### config.mk
export PLATFORM = sky130hd
export DESIGN_NAME = gbi_axis
export DESIGN_NICKNAME = d
export VERILOG_FILES = /design/src/hw/rtl/gbi_pkg.sv /design/src/hw/rtl/gbi_axis.sv
export SDC_FILE = /design/constraint.sdc
export NUM_CORES = 2
export LEC_CHECK = 0
export BUFFER_PORTS_ARGS = -buffer_cell sky130_fd_sc_hd__buf_2
export CORE_MARGIN = 5
export CORE_UTILIZATION = 56
export CTS_CLUSTER_SIZE = 40
export DETAILED_ROUTE_END_ITERATION = 10
export PLACE_DENSITY = 0.73
export SLEW_MARGIN = 25
export SYNTH_ARGS = -nofsm -noshare
export SYNTH_HDL_FRONTEND = slang
export SYNTH_SLANG_ARGS = --single-unit
### constraint.sdc
create_clock -name i_clk -period 22.7 [get_ports i_clk]
set_input_delay 2.27 -clock i_clk [delete_from_list [all_inputs] [get_ports i_clk]]
set_output_delay 2.27 -clock i_clk [all_outputs]
set_load 0.005 [all_outputs]
### src/hw/rtl/gbi_pkg.sv
// Shared constants and types of the grid bilinear interpolator.
`timescale 1ns / 1ps
package gbi_pkg;
    localparam int MAX_COLS = 64;
    localparam int MAX_ROWS = 64;
    localparam int COL_W    = $clog2(MAX_COLS);
    localparam int ROW_W    = $clog2(MAX_ROWS);
    localparam int AXIS_W   = (COL_W > ROW_W) ? COL_W : ROW_W;
    localparam int CNT_W    = 7;
    localparam int BANK_AW  = (ROW_W - 1) + (COL_W - 1);
    localparam int BANK_N   = 4;

    typedef enum logic [2:0] {
        CFG_X_ORIGIN = 3'd0,
        CFG_Y_ORIGIN = 3'd1,
        CFG_X_SCALE  = 3'd2,
        CFG_Y_SCALE  = 3'd3,
        CFG_COLS     = 3'd4,
        CFG_ROWS     = 3'd5
    } t_cfg_idx;

    localparam logic KIND_WRITE = 1'b0;
    localparam logic KIND_QUERY = 1'b1;

    typedef struct packed {
        logic              in_span;
        logic [AXIS_W-1:0] lo;
        logic [15:0]       frac;
    } t_axis;
endpackage

### src/hw/rtl/gbi_axis.sv
// Three-stage mapping of one axis from world units to cell index and fraction.
`timescale 1ns / 1ps
module gbi_axis
    import gbi_pkg::*;
(
    input  logic               i_clk,
    input  logic               i_en,
    input  logic signed [31:0] i_q,
    input  logic signed [31:0] i_origin,
    input  logic [31:0]        i_scale,
    input  logic [CNT_W-1:0]   i_n,
    output t_axis              o_res
);
    localparam logic [63:0] HALF = 64'h0000_0000_8000_0000;

    logic signed [32:0] r_d;
    logic               r_pos;
    logic [63:0]        r_u;
    t_axis              r_res;
    logic [63:0]        lim;
    logic [63:0]        t;

    assign lim = (64'(i_n) << 32) - HALF;
    assign t   = r_u - HALF;

    always_ff @(posedge i_clk) begin
        if (i_en) begin
            r_d         <= {i_q[31], i_q} - {i_origin[31], i_origin};
            r_pos       <= !r_d[32] && (r_d != 33'sd0);
            r_u         <= 64'(r_d[31:0]) * 64'(i_scale);
            r_res.in_span <= r_pos && (r_u >= HALF) && (r_u <= lim);
            r_res.lo     <= t[32 +: AXIS_W];
            r_res.frac   <= t[31:16];
        end
    end

    assign o_res = r_res;
endmodule

==> results.toml <==
[layout]
seqCellArea_mm2 = 0.003633
final_util = 0.5871
drive_gt1_frac = 0.05477
area_growth_pct = 4.241
final_nets = 5554
final_cell_mix = "inv_1 (947), fa_1 (897), and2_1 (557)"
final_common_cell = "inv_1"
filler_cell_count = 6162
multi_input_comb_area_mm2 = 0.03201

[yosys]
syn_nets = 5597
ys_seq_area_frac = 0.09056
synth.distinct_cells = 83
synth_edf_count = 121
synth_area_mm2 = 0.04012
postSynthCellCount = 4266
avgSynthCellArea_um2 = 9.405
synth_ff_type = "edfxtp_1"
ys_async_sr_fraction = 0
yosys_warnings = 0
ys_ff_latch = 121

[run_status]
outcome = "finished, final reports clean"

[floorplanning]
coreArea_mm2 = 0.07124
dieArea_mm2 = 0.07710
start_util = 0.5632
die_w_um = 277.7
rows = 98
ioPinCount = 128
die-height_um = 277.7

[critical_path]
worst_ep_arrival_time_ns = 9.55
path_max_fanout = 33
startpoint_type = "primary input"
criticalPathCategory = "primary input to flop"
slowest_stage = "buf_2"
required_ns = 22.89
slowest_delay_ns = 0.53
endpoint_kind = "flop"
cp_common_cell = "fa_1"
cp_cell_sequence = "buf_2, and2_1, fa_1, fa_1, fa_1, inv_1, fa_1, inv_1, fa_1, inv_1, fa_1, inv_1, fa_1, fa_1, ha_1, a21oi_1, o21ai_0, nor2_1, a41oi_2, a31oi_1, o21ai_1, a21oi_1, o21ai_1, xor2_1"
worstPathBufferInverterCount = 5
crit_family = "adder cells"

[timing]
fin_ws_ns = 13.34
finalSetupTns_ns = 0
fin_skew_ns = 0.02050
slew_headroom = 0.3189
slew_violations = 0
fmax_ghz = 0.1068
worst_hold_slack_ns = 0.4628
fin_crit_ns = 9.362
tightest_slew_ns = 1.022
hold_viol = 0
rsz0062_at_grt = "false"
post-route-period-util = 0.4124
report.final.setup_viol = 0

[clock_network]
htreeDepth = 4
post_cts_buffers = 0
cts_tree = "yes"
cts_max_path_buffers = 2
clock-sinks = 121
clkSlewWorstSetupHoldPaths_ns = 0.06
clk_latency_ns = 0.47
ctsResizeCount = 0
numCtsBuffers = 17
hold_buffers = 0
cts_root_buf = "clkbuf_16"

[detailed_routing]
via_per_inst = 5.655
drt_pass1_iterations = 7
vias = 29350
drt_iter0_markers = 1803
antenna_left = 0
drc = 0
drt-total-wl_mm = 105.4
routedWlPerCell_um = 20.30

[global_routing]
grt_pass1_vias = 31280
grt_pass1_wl_mm = 169.8
grt_usage = 0.2788
globalRouteOverflowTotal = 0
grt_max_degree = 67
antenna_found_initial = 2

[placement]
dpl_worst_slack_ns = 12.93
dpl.hpwl_mm = 79.58
place.gp.congestion = 0.9099
io_buffers = 127

[hold_path]
hold_path_class = "flop to flop"

[run]
cap_violations = 0
cell usage after synthesis, types with 4 or more instances:
library cell | n | area, um2
inv_1 | 947 | 3555
fa_1 | 897 | 17960
and2_1 | 557 | 3485
nand2_1 | 526 | 1974
ha_1 | 329 | 4116
clkbuf_1 | 210 | 788.3
edfxtp_1 | 121 | 3633
a21oi_1 | 99 | 495.5
a21o_1 | 70 | 525.5
nor2_1 | 63 | 236.5
xnor2_1 | 60 | 525.5
o21ai_0 | 47 | 235.2
nand4_1 | 43 | 269.0
xor2_1 | 33 | 289.0
nor4_1 | 26 | 162.7
nand3_1 | 20 | 100.1
o21bai_1 | 20 | 150.1
a31oi_1 | 16 | 100.1
and3_1 | 13 | 81.33
o21ai_1 | 13 | 65.06
nor3_1 | 11 | 55.05
nor2b_1 | 10 | 62.56
a211oi_1 | 9 | 67.56
o21a_1 | 8 | 60.06
nand2b_1 | 6 | 37.54
or3_1 | 6 | 37.54
o31a_1 | 5 | 43.79
a221o_1 | 4 | 40.04
a221oi_1 | 4 | 35.03
o21ai_2 | 4 | 35.03
metal layers:
metal  up-vias  wire length, um  global-route usage  share of wire
met3       323             7575             0.04259          0.072
met2      1222            52440              0.4746           0.50
met4         0             5656              0.1269          0.054
met5         -                0                   0              0
li1      12730                -                   -              -
met1     15080            39690              0.3550           0.38
final cells by class:
cell class                 instances  area share
timing repair buffer             160     0.02118
clock buffer                      18     0.01026
clock inverter                    14    0.002782
antenna                            3   0.0001795
tap                              950     0.02842
sequential                       121     0.08688
multi-input combinational       2976      0.7653
inverter                         947     0.08499
state kept, by name, summed over array words and instances (netlist names):
name	cells
r_u	64
r_pos	1
r_d	33
o_res	23
final timing paths:
kind / depth (start not counted) / slack (ns) / endpoint / from
worst max register to register: 24 / 14.88 / r_u[45]$_DFFE_PP_ / r_d[16]$_DFFE_PP_
worst min register to register: 0 / 0.46 / o_res[12]$_DFFE_PP_ / r_u[28]$_DFFE_PP_
worst min-delay path: 0 / 0.46 / o_res[12]$_DFFE_PP_ / r_u[28]$_DFFE_PP_
worst max-delay path: 24 / 13.34 / r_u[45]$_DFFE_PP_ / i_scale[7]
logic make-up (layout without fill, tap and decap cells):
| group | after synthesis | in the layout | share of synthesized area |
|---|---|---|---|
| AOI/OAI and AO/OA | 352 | 352 | 0.05953 |
| DFF | 121 | 121 | 0.09056 |
| other | 0 | 3 | 0 |
| buffers and inverters | 1169 | 1139 | 0.1117 |
| and+or+nand+nor | 1304 | 1304 | 0.1674 |
| adders and majority gates | 1226 | 1226 | 0.5502 |
| xor gates and xnor gates | 94 | 94 | 0.02071 |
through the flow:
| step | std cells | area, um2 |
|---|---|---|
| floorplan | 4266 | 40120 |
| global placement | 5154 | 41270 |
| detailed placement | 5154 | 41270 |
| CTS | 5186 | 41820 |
| global route | 5186 | 41820 |
| finish | 5189 | 41820 |
Power is left out: the tool's default activity adds up to more than one toggle a clock period on the data nets, which glitch-free logic cannot reach.
